<file path="src/sv/ssd_pkg.sv">
`timescale 1ns / 1ps

package ssd_pkg;

  localparam int FIELD_COUNT = 5;
  localparam int SEG_BITS    = 8;

  localparam logic [7:0] SEG_DOT   = 8'h01;
  localparam logic [7:0] SEG_MINUS = 8'h40;
  localparam logic [7:0] SEG_BLANK = 8'h00;

  localparam logic [7:0] CHAR_UPPER_A = 8'h41;
  localparam logic [7:0] CHAR_UPPER_Z = 8'h5A;
  localparam logic [7:0] CHAR_LOWER_A = 8'h61;
  localparam logic [7:0] CHAR_LOWER_Z = 8'h7A;
  localparam logic [7:0] CHAR_ZERO    = 8'h30;
  localparam logic [7:0] CHAR_NINE    = 8'h39;
  localparam logic [7:0] CHAR_MINUS   = 8'h2D;

  typedef logic [7:0] seg_t;

  localparam seg_t DIGIT_SEG [10] = '{
    8'hBE, 8'h06, 8'hEA, 8'h6E, 8'h56, 8'h7C, 8'hFC, 8'h0E, 8'hFE, 8'h7E
  };

  localparam seg_t LETTER_SEG [26] = '{
    8'hDE, 8'hF4, 8'hB8, 8'hE6, 8'hF8, 8'hD8, 8'hBC, 8'hD6, 8'h06, 8'hA6,
    8'h40, 8'hB0, 8'h40, 8'hC4, 8'hE4, 8'hDA, 8'h40, 8'hC0, 8'h7C, 8'hF0,
    8'hA4, 8'h40, 8'h40, 8'h40, 8'h76, 8'h40
  };

  // queue fill status seen by the front end
  typedef struct packed {
    logic full;
    logic empty;
  } ssd_q_stat_t;

  function automatic seg_t char_seg(input logic [7:0] c);
    logic [7:0] up_idx;
    logic [7:0] lo_idx;
    logic [7:0] dg_idx;
    seg_t       seg;
    up_idx = c - CHAR_UPPER_A;
    lo_idx = c - CHAR_LOWER_A;
    dg_idx = c - CHAR_ZERO;
    if (c >= CHAR_UPPER_A && c <= CHAR_UPPER_Z) begin
      seg = LETTER_SEG[up_idx[4:0]];
    end else if (c >= CHAR_LOWER_A && c <= CHAR_LOWER_Z) begin
      seg = LETTER_SEG[lo_idx[4:0]];
    end else if (c >= CHAR_ZERO && c <= CHAR_NINE) begin
      seg = DIGIT_SEG[dg_idx[3:0]];
    end else if (c == CHAR_MINUS) begin
      seg = SEG_MINUS;
    end else begin
      seg = SEG_BLANK;
    end
    return seg;
  endfunction

endpackage

</file>
<file path="src/sv/ssd_front.sv">
`timescale 1ns / 1ps

module ssd_front
  import ssd_pkg::*;
#(
  parameter int NCH = 5
) (
  input  logic                  in_valid,
  output logic                  in_ready,
  input  logic [7:0]            in_text_char0,
  input  logic [7:0]            in_text_char1,
  input  logic [7:0]            in_text_char2,
  input  logic [7:0]            in_text_char3,
  input  logic [7:0]            in_text_char4,
  input  logic [7:0]            in_dot_position,
  input  ssd_q_stat_t           q_stat,
  output logic                  q_push,
  output logic [NCH*SEG_BITS-1:0] q_wdata
);

  logic [7:0] chars [FIELD_COUNT];

  assign chars[0] = in_text_char0;
  assign chars[1] = in_text_char1;
  assign chars[2] = in_text_char2;
  assign chars[3] = in_text_char3;
  assign chars[4] = in_text_char4;

  assign in_ready = !q_stat.full;
  assign q_push   = in_valid && in_ready;

  // position 0 is the last character, shifted out first
  for (genvar pos = 0; pos < NCH; pos++) begin : g_pos
    always_comb begin
      q_wdata[pos*SEG_BITS +: SEG_BITS] = char_seg(chars[NCH-1-pos]);
      if (in_dot_position == 8'(pos)) begin
        q_wdata[pos*SEG_BITS +: SEG_BITS] = char_seg(chars[NCH-1-pos]) | SEG_DOT;
      end
    end
  end

endmodule

</file>
<file path="src/sv/ssd_queue.sv">
`timescale 1ns / 1ps

module ssd_queue
  import ssd_pkg::*;
#(
  parameter int WIDTH = 40
) (
  input  logic             clk,
  input  logic             rst_n,
  input  logic             push,
  input  logic [WIDTH-1:0] wdata,
  input  logic             pop,
  output logic [WIDTH-1:0] rdata,
  output ssd_q_stat_t      stat
);

  logic [WIDTH-1:0] mem_r [2];
  logic             wr_ptr_r;
  logic             wr_ptr_nxt;
  logic             rd_ptr_r;
  logic             rd_ptr_nxt;
  logic [1:0]       count_r;
  logic [1:0]       count_nxt;

  assign stat.full  = (count_r == 2'd2);
  assign stat.empty = (count_r == 2'd0);
  assign rdata      = mem_r[rd_ptr_r];

  always_comb begin
    wr_ptr_nxt = push ? !wr_ptr_r : wr_ptr_r;
    rd_ptr_nxt = pop ? !rd_ptr_r : rd_ptr_r;
    count_nxt  = count_r + {1'b0, push} - {1'b0, pop};
  end

  always_ff @(posedge clk) begin
    if (push) begin
      mem_r[wr_ptr_r] <= wdata;
    end
  end

  always_ff @(posedge clk) begin
    if (!rst_n) begin
      wr_ptr_r <= 1'b0;
      rd_ptr_r <= 1'b0;
      count_r  <= 2'd0;
    end else begin
      wr_ptr_r <= wr_ptr_nxt;
      rd_ptr_r <= rd_ptr_nxt;
      count_r  <= count_nxt;
    end
  end

endmodule

</file>
<file path="src/sv/ssd_back.sv">
`timescale 1ns / 1ps

module ssd_back
  import ssd_pkg::*;
#(
  parameter int WIDTH = 40
) (
  input  logic             clk,
  input  logic             rst_n,
  input  ssd_q_stat_t      q_stat,
  input  logic [WIDTH-1:0] q_rdata,
  output logic             q_pop,
  output logic             out_valid,
  input  logic             out_ready,
  output logic             out_serial_bit,
  output logic             out_latch_pulse,
  output logic             out_last
);

  localparam int CW = $clog2(WIDTH + 1);
  localparam logic [CW-1:0] LATCH_CNT = CW'(WIDTH);

  logic             busy_r;
  logic             busy_nxt;
  logic [CW-1:0]    cnt_r;
  logic [CW-1:0]    cnt_nxt;
  logic [WIDTH-1:0] shift_r;
  logic [WIDTH-1:0] shift_nxt;
  logic             valid_r;
  logic             valid_nxt;
  logic             bit_r;
  logic             bit_nxt;
  logic             latch_r;
  logic             latch_nxt;
  logic             adv;
  logic             at_latch;

  assign adv      = !valid_r || out_ready;
  assign at_latch = (cnt_r == LATCH_CNT);
  assign q_pop    = adv && (!busy_r || at_latch) && !q_stat.empty;

  always_comb begin
    busy_nxt  = busy_r;
    cnt_nxt   = cnt_r;
    shift_nxt = shift_r;
    valid_nxt = valid_r;
    bit_nxt   = bit_r;
    latch_nxt = latch_r;
    if (adv) begin
      valid_nxt = busy_r;
      if (busy_r) begin
        if (at_latch) begin
          bit_nxt   = 1'b0;
          latch_nxt = 1'b1;
          busy_nxt  = 1'b0;
        end else begin
          bit_nxt   = shift_r[0];
          latch_nxt = 1'b0;
          shift_nxt = shift_r >> 1;
          cnt_nxt   = cnt_r + 1'b1;
        end
      end
      if (q_pop) begin
        busy_nxt  = 1'b1;
        cnt_nxt   = '0;
        shift_nxt = q_rdata;
      end
    end
  end

  always_ff @(posedge clk) begin
    shift_r <= shift_nxt;
    bit_r   <= bit_nxt;
    latch_r <= latch_nxt;
  end

  always_ff @(posedge clk) begin
    if (!rst_n) begin
      busy_r  <= 1'b0;
      cnt_r   <= '0;
      valid_r <= 1'b0;
    end else begin
      busy_r  <= busy_nxt;
      cnt_r   <= cnt_nxt;
      valid_r <= valid_nxt;
    end
  end

  assign out_valid       = valid_r;
  assign out_serial_bit  = bit_r;
  assign out_latch_pulse = latch_r;
  assign out_last        = latch_r;

endmodule

</file>
<file path="src/sv/seven_segment_text_shift_out.sv">
`timescale 1ns / 1ps

// seven-segment text shift-out driver
// input channel: one request per frame, five ascii characters plus a dot
// position (0 = last character, CHAR_COUNT or more = no dot)
// output channel: per frame, 8 bits per character, last character first and
// each pattern lsb first, then one latch result with latch_pulse and last set
// a frame is 8 * NCH + 1 output results (NCH = CHAR_COUNT clamped to 1..5),
// 41 at the default size; the output shift counter sends one result per cycle
// unless out_ready stalls it, and sets the frame length
// throughput: back-to-back frames stream with no gap on the output; the
// front end maps characters and queues up to two frames, so a new request is
// taken while the back end is still shifting the previous one
// reset: synchronous active-low rst_n empties the queue and drops out_valid
// receiver stall: the output register holds its result while out_ready is
// low; once the queue fills, in_ready drops until the back end drains it
module seven_segment_text_shift_out
  import ssd_pkg::*;
#(
  parameter int CHAR_COUNT = 5
) (
  input  logic       clk,
  input  logic       rst_n,
  input  logic       in_valid,
  output logic       in_ready,
  input  logic [7:0] in_text_char0,
  input  logic [7:0] in_text_char1,
  input  logic [7:0] in_text_char2,
  input  logic [7:0] in_text_char3,
  input  logic [7:0] in_text_char4,
  input  logic [7:0] in_dot_position,
  output logic       out_valid,
  input  logic       out_ready,
  output logic       out_serial_bit,
  output logic       out_latch_pulse,
  output logic       out_last
);

  localparam int NCH   = (CHAR_COUNT < 1) ? 1 :
                         (CHAR_COUNT > FIELD_COUNT) ? FIELD_COUNT : CHAR_COUNT;
  localparam int WIDTH = NCH * SEG_BITS;

  ssd_q_stat_t      q_stat;
  logic             q_push;
  logic             q_pop;
  logic [WIDTH-1:0] q_wdata;
  logic [WIDTH-1:0] q_rdata;

  ssd_front #(
    .NCH (NCH)
  ) u_front (
    .in_valid        (in_valid),
    .in_ready        (in_ready),
    .in_text_char0   (in_text_char0),
    .in_text_char1   (in_text_char1),
    .in_text_char2   (in_text_char2),
    .in_text_char3   (in_text_char3),
    .in_text_char4   (in_text_char4),
    .in_dot_position (in_dot_position),
    .q_stat          (q_stat),
    .q_push          (q_push),
    .q_wdata         (q_wdata)
  );

  ssd_queue #(
    .WIDTH (WIDTH)
  ) u_queue (
    .clk   (clk),
    .rst_n (rst_n),
    .push  (q_push),
    .wdata (q_wdata),
    .pop   (q_pop),
    .rdata (q_rdata),
    .stat  (q_stat)
  );

  ssd_back #(
    .WIDTH (WIDTH)
  ) u_back (
    .clk             (clk),
    .rst_n           (rst_n),
    .q_stat          (q_stat),
    .q_rdata         (q_rdata),
    .q_pop           (q_pop),
    .out_valid       (out_valid),
    .out_ready       (out_ready),
    .out_serial_bit  (out_serial_bit),
    .out_latch_pulse (out_latch_pulse),
    .out_last        (out_last)
  );

endmodule

</file>
<file path="config.mk">
export PLATFORM = sky130hd
export DESIGN_NAME = seven_segment_text_shift_out
export DESIGN_NICKNAME = d
export VERILOG_FILES = /design/src/sv/ssd_pkg.sv /design/src/sv/ssd_front.sv /design/src/sv/ssd_queue.sv /design/src/sv/ssd_back.sv /design/src/sv/seven_segment_text_shift_out.sv
export SDC_FILE = /design/constraint.sdc
export NUM_CORES = 1
export LEC_CHECK = 0
export BUFFER_PORTS_ARGS = -buffer_cell sky130_fd_sc_hd__buf_2
export CORE_ASPECT_RATIO = 1.5
export CORE_MARGIN = 8
export CORE_UTILIZATION = 62
export DETAILED_ROUTE_END_ITERATION = 12
export PLACE_DENSITY = 0.88
export SYNTH_ARGS = -nofsm -noshare
export SYNTH_HDL_FRONTEND = slang
export SYNTH_SLANG_ARGS = --single-unit
export TNS_END_PERCENT = 30
</file>
<file path="constraint.sdc">
create_clock -name clk -period 4.43 [get_ports clk]
set_clock_uncertainty 0.15 [all_clocks]
set_input_delay 0.886 -clock clk [delete_from_list [all_inputs] [get_ports clk]]
set_output_delay 0.886 -clock clk [all_outputs]
set_load 0.01 [all_outputs]
</file>
; ---- Word level (Yosys, flattened, before mapping)
; Memories as Yosys holds them, arrays and structs flattened. A register that Yosys moved wholly into a read port is not among the register bits.
; Cells that the tools add are included.
[totals]
wordCells = 215
n_memories = 16
mem_bits_rw = 80
input_bits = 52
register_bits = 54
mem_bits_ro = 3200
output_inout_bits = 5
[memory_table]
columns = memory, words, width, read_ports, rd_clocked_by_memory_dff, write_ports, line
row1 = (no name shown), 32, 8, 1, 0, 0, ssd_pkg.sv:47  ; seg = LETTER_SEG[up_idx[4:0]];
row2 = (no name shown), 32, 8, 1, 0, 0, ssd_pkg.sv:49  ; seg = LETTER_SEG[lo_idx[4:0]];
row3 = (no name shown), 32, 8, 1, 0, 0, ssd_pkg.sv:47
row4 = (no name shown), 32, 8, 1, 0, 0, ssd_pkg.sv:47
row5 = (no name shown), 32, 8, 1, 0, 0, ssd_pkg.sv:47
row6 = (no name shown), 32, 8, 1, 0, 0, ssd_pkg.sv:49
row7 = 10 more memories, -, -, -, -, -, -
[op_classes]
n_addsub = 18
eq_ne = 12
reduce_logical = 31
n_mux = 69
magnitude_cmp = 45
bitwise_logic = 15
[ops]
columns = op, count
row1 = 8-bit two-way mux, 45
row2 = 40-bit two-way mux, 3
row3 = "8-bit by 7-bit >= comparator with 1-bit output, second input constant", 10
row4 = "8-bit by 7-bit <= comparator with 1-bit output, second input constant", 10
row5 = "6-bit >= comparator, second input constant", 10
row6 = 5-bit inverter with 6-bit output, 10
row7 = "5-bit by 1-bit subtractor with 5-bit output, second input constant", 10
row8 = "8-bit by 6-bit == test with 1-bit output, second input constant", 5
row9 = "8-bit by 6-bit >= comparator with 1-bit output, second input constant", 5
row10 = "8-bit by 6-bit <= comparator with 1-bit output, second input constant", 5
row11 = 7-bit two-way mux, 5
row12 = "5-bit >= comparator, second input constant", 5
row13 = 4-bit inverter with 5-bit output, 5
row14 = "4-bit by 1-bit subtractor with 4-bit output, second input constant", 5
row15 = 1-bit logical AND, 18
row16 = 6-bit two-way mux, 3
row17 = "8-bit by 2-bit == test with 1-bit output, second input constant", 2
row18 = 1-bit two-way mux, 13
row19 = "8-bit by 1-bit == test with 1-bit output, second input constant", 1
row20 = "8-bit by 3-bit == test with 1-bit output, second input constant", 1
row21 = 8-bit logical NOT, 1
row22 = "6-bit by 1-bit adder with 6-bit output, second input constant", 1
row23 = "6-bit == test, second input constant", 1
row24 = 1-bit logical NOT, 6
row25 = 9 further kinds, 10

; ---- Logic depth before layout (Yosys ltp)
[logic_depth]
depth_word = 9
ltp_mapped = 11
depth_no_buf = 9

; ---- Modules after synthesis
; Synthesis repeated with hierarchy kept, for this count alone.
[unflattened]
hier_cells = 857
area_unflattened_um2 = 9096.2
[by_module_without_submodules]
columns = mod, area_each_um2, instances, seq_area_each_um2, cells_per_inst
row1 = ssd_front, 3753.6, 1, 0.0, 570
row2 = ssd_queue, 3123.0, 1, 2502.4, 145
row3 = ssd_back, 2219.6, 1, 1421.4, 142

; ---- Least setup slack after synthesis
; No wires, ideal clock.
[synth_timing]
path_kind = input-to-reg
startpoint = input port out_ready
endpoint = register u_back.cnt_r[4]
setup_ns = 0.064
t_required_ns = 4.216
slack_ns = 0.494
arrival_time_ns = 3.722
stages = 6
path_buffers = 0
cell_sequence = nand2b_1 > nand2_1 > o21ai_1 > nand4_1 > xor2_1 > nor2_1
[synth_via]
elab_chain_len = 5
elab_cells_between_ends = 7
classes_between = 1 x eq/ne / 1 x mux / 5 x reduce/logical
[synth_rtl]
columns = element, line
row1 = start: declaration, seven_segment_text_shift_out.sv:33  ; input logic out_ready,
row2 = 1-bit logical OR (*), ssd_back.sv:38  ; assign adv = !valid_r || out_ready;
row3 = 1-bit logical AND (2 in a row), ssd_back.sv:40  ; assign q_pop = adv && (!busy_r || at_latch) && !q_stat.empty;
row4 = 2-bit inequality test (no source line) or 2-bit nonzero test (tied branches), -
row5 = 3-bit AND reduction (no source line), -
row6 = end signal: assignment, ssd_back.sv:84  ; cnt_r <= cnt_nxt;
row7 = end: declaration, ssd_back.sv:25  ; logic [CW-1:0] cnt_r;
; Mark *: on every way between the ends. The rest lies on a longest branch, timed or not.
; A chain may end at the register's enable or synchronous reset.

; ---- Worst setup path in the final report
[layout_timing]
startpoint = input port in_text_char3[0]
endpoint = memory u_queue.mem_r[1][11] (data pin)
[layout_via]
elab_chain_len = 8
elab_cells_between_ends = 27
classes_between = 3 x add/sub / 6 x order compare / 9 x mux / 3 x bitwise / 3 x reduce/logical / 3 x memory
[layout_rtl]
columns = element, line
row1 = start: declaration, seven_segment_text_shift_out.sv:29  ; input logic [7:0] in_text_char3,
row2 = 4-bit by 1-bit subtractor with 4-bit output, ssd_pkg.sv:45  ; dg_idx = c - CHAR_ZERO;
row3 = 4-bit inverter with 5-bit output (implied by the code), ssd_pkg.sv:51  ; seg = DIGIT_SEG[dg_idx[3:0]];
row4 = memory read 16 x 8 bit, -
row5 = 8-bit two-way mux (implied by the code) (2 in a row), ssd_pkg.sv:51
row6 = 8-bit two-way mux, ssd_pkg.sv:50  ; end else if (c >= CHAR_ZERO && c <= CHAR_NINE) begin
row7 = 8-bit two-way mux, ssd_pkg.sv:48  ; end else if (c >= CHAR_LOWER_A && c <= CHAR_LOWER_Z) begin
row8 = 8-bit two-way mux (*), ssd_pkg.sv:46  ; if (c >= CHAR_UPPER_A && c <= CHAR_UPPER_Z) begin
row9 = named net q_wdata[11], seven_segment_text_shift_out.sv:46  ; logic [WIDTH-1:0] q_wdata;
row10 = end: declaration, ssd_queue.sv:17  ; logic [WIDTH-1:0] mem_r [2];
; The timed path passes the listed nets; every way through them passes the cells marked *. The select of a mux whose other input is x is not followed.

==> run metrics <==
status=finished, final reports clean; vias per cell=6.289; number of port buffers=56; Overflow after GRT=0; worst-margin pin slew=1034 ps; die extent in y=160.3 um; post-synth top area cell=edfxtp_1; # rows=52; vias in the first global route=6764; required time worst endpoint=4500 ps; htree depth=4; Core Region=13530 um2; TritonCTS buffer count=17; Compound-Gate Fraction of Synth Area=19.49%; asr flop ratio synth=0%; final setup fails=0; VDD IR-drop max=0.3293 mV; layout cells sized above 1=11.46%; Max Fanout on Critical Path=17; gr usage total=22.27%; synthesized area=8601 um2; drt pass-1 iters=5; vias=6893; cts hold-fix bufs=0; slew margin rel.=31.10%; DRC violations left=0; Root Buffer=clkbuf_16; simple-gate portion of the synthesized area=15.14%; post_cts resized=0; fin. max-slew vios=0; Post-synth EDFFs=122; adder-cell share of the synthesized area=6.983%; Syn. warnings=0; die area=17970 um2; Setup Buffers After CTS=0; kind of critical path=input pin to register; top cell type's share of synthesized area=42.60%; #FFs+latches synth=135; endpoint class of the critical path=register; top_reg_cell synth=edfxtp_1; dpl hpwl=13240 um; Final #Nets=1021; final hold vios=0; drt initial violations=544; setup TNS=0 ps; Max Cap Violations=0; FMAX=0.3263 GHz; Critical Path Start Type=input pin; Area contributors post-synth=edfxtp_1 (43%), ha_1 (7.0%), o21ai_0 (6.3%), mux2i_1 (5.6%), nand2_1 (4.7%); Critical Path AT=3140 ps; Diodes inserted=0; initial core utilization=63.55%; Worst-path clk slew=60 ps; die width=112.2 um; Net Count, Synth=991; power density over the cells=494.9 nW/um2; initial antenna violation count=0; first-pass GRT wire length=32580 um; Antenna Violating Nets Remaining=0; area occupied by multi-input gates=4375 um2; deepest clock path buffer count=2; Skew-Pair Late Insertion Delay=420 ps; Final min period=3064 ps; Post-Synth XOR/XNOR Area=3.302%; Tcrit/Tclk final=69.17%; wire per inst=18.15 um; Mean Syn Cell Area=9.653 um2; pin count of the biggest net entering global routing=50; post-synthesis mux area share=5.586%; sequential area share after synthesis=45.62%; final wirelength=19900 um; GP Congestion=0.9874; synthesis-to-finish area growth=10.61%; Leak=3.656 nW; post-synthesis cell count=891; CTS tree=yes; fillcell total=974; Hold Crit Class=register to register; Seq. cell area=3925 um2; clock sink count=135; post-synthesis cell type count=70; I/O Pins=57; placed standard-cell area=8945 um2; unrepaired setup endpoints after global routing=false; Final Instance Area=9513 um2; largest family of logic cells by synthesized area=compound AO/OA/AOI/OAI gates
[metrics by stage]
stage	hold slack, ps	std cells	setup slack (ps)	total power [mW]	utilization [%]
2_1_floorplan	326.7	891	493.8	2.987	-
3_3_place_gp	351.5	1064	1087	3.296	66.10
3_5_place_dp	351.3	1064	998.9	3.357	66.10
4_1_cts	368.8	1096	1401	4.721	70.29
5_1_grt	397.7	1096	1188	4.954	70.29
6_report	364.6	1096	1366	4.707	70.29
[layer usage]
metal	part of all wire (%)	global-route usage (%)	wire length [um]
met4	2.7	11.40	544
met1	38	23.68	7602
met2	54	40.73	10700
met3	5.3	4.266	1046
met5	0	0	0
[synthesized netlist by cell type, types with 5 or more instances]
library cell and number:
nand3_1 16, nor3b_1 6, a21oi_1 52, inv_1 33, o21a_1 5, a31oi_1 10
edfxtp_1 122, o211ai_1 8, nand2b_1 6, o31ai_1 8, dfxtp_1 13, a21o_1 8
clkbuf_1 36, nor3_1 16, nor2b_1 13, xor2_1 13, a22oi_1 12, nand2_1 108
mux2i_1 48, ha_1 48, a211oi_1 8, buf_2 8, nor2_1 75, and2_1 8
xnor2_1 12, o21ai_0 109
[flip-flops by register name, summed over array words and instances, names as in the netlist, named ones only]
name                   count
u_queue.rd_ptr_r           1
u_back.busy_r              1
u_back.out_serial_bit      1
u_queue.mem_r             80
u_back.out_last            1
u_queue.wr_ptr_r           1
u_back.out_valid           1
u_back.shift_r            40
u_back.cnt_r               6
u_queue.count_r            2
[critical path, cell delays in order]
cell	delay [ps]
buf_2	200
inv_1	140
ha_1	320
ha_1	630
o21ai_0	170
a221oi_1	280
a21oi_1	90
o32a_1	200
o21ai_0	220
[final timing paths]
kind / from / to / slack (ps) / cells after the start
setup / recovery: in_text_char3[0] / u_queue.mem_r[1][11] / 1370 / 9
hold reg to reg: u_back.cnt_r[5] / u_back.cnt_r[5] / 360 / 2
hold / removal: u_back.cnt_r[5] / u_back.cnt_r[5] / 360 / 2
setup reg to reg: u_back.cnt_r[1] / u_back.shift_r[10] / 1620 / 7
[cells in the final DEF (no fill, tap or decap), types with 16 or more instances in the layout]
cell	netlist	final
a21oi_1	52	52
buf_2	8	56
inv_1	33	33
nor3_1	16	16
ha_1	48	48
clkbuf_16	0	19
o21ai_0	109	109
mux2i_1	48	48
nand3_1	16	16
edfxtp_1	122	122
nor2_1	75	74
nand2_1	108	108
[final cells by class]
| cell class | count | share of cell area [%] |
|---|---|---|
| Inverter | 33 | 1.302 |
| Timing Repair Buffer | 61 | 3.341 |
| Multi-Input combinational cell | 673 | 46.00 |
| Sequential cell | 135 | 41.26 |
| Tap cell | 162 | 2.131 |
| Clock buffer | 26 | 5.590 |
| Clock inverter | 6 | 0.3814 |
[kinds of logic after synthesis]
logic type / Yosys count
AOI/OAI and AO/OA: 273
muxes: 48
adders and majority gates: 48
xor gates and xnor gates: 29
buffers and inverters: 83
and+or+nand+nor: 275
DFF: 135
[report_power, final]
part | internal [mW] | total (mW) | switching (mW)
Sequential | 1.91 | 2.09 | 0.175
Clock | 0.826 | 1.32 | 0.498
Combinational | 0.461 | 1.30 | 0.835
No activity file was read; power rests on OpenSTA's default activity.
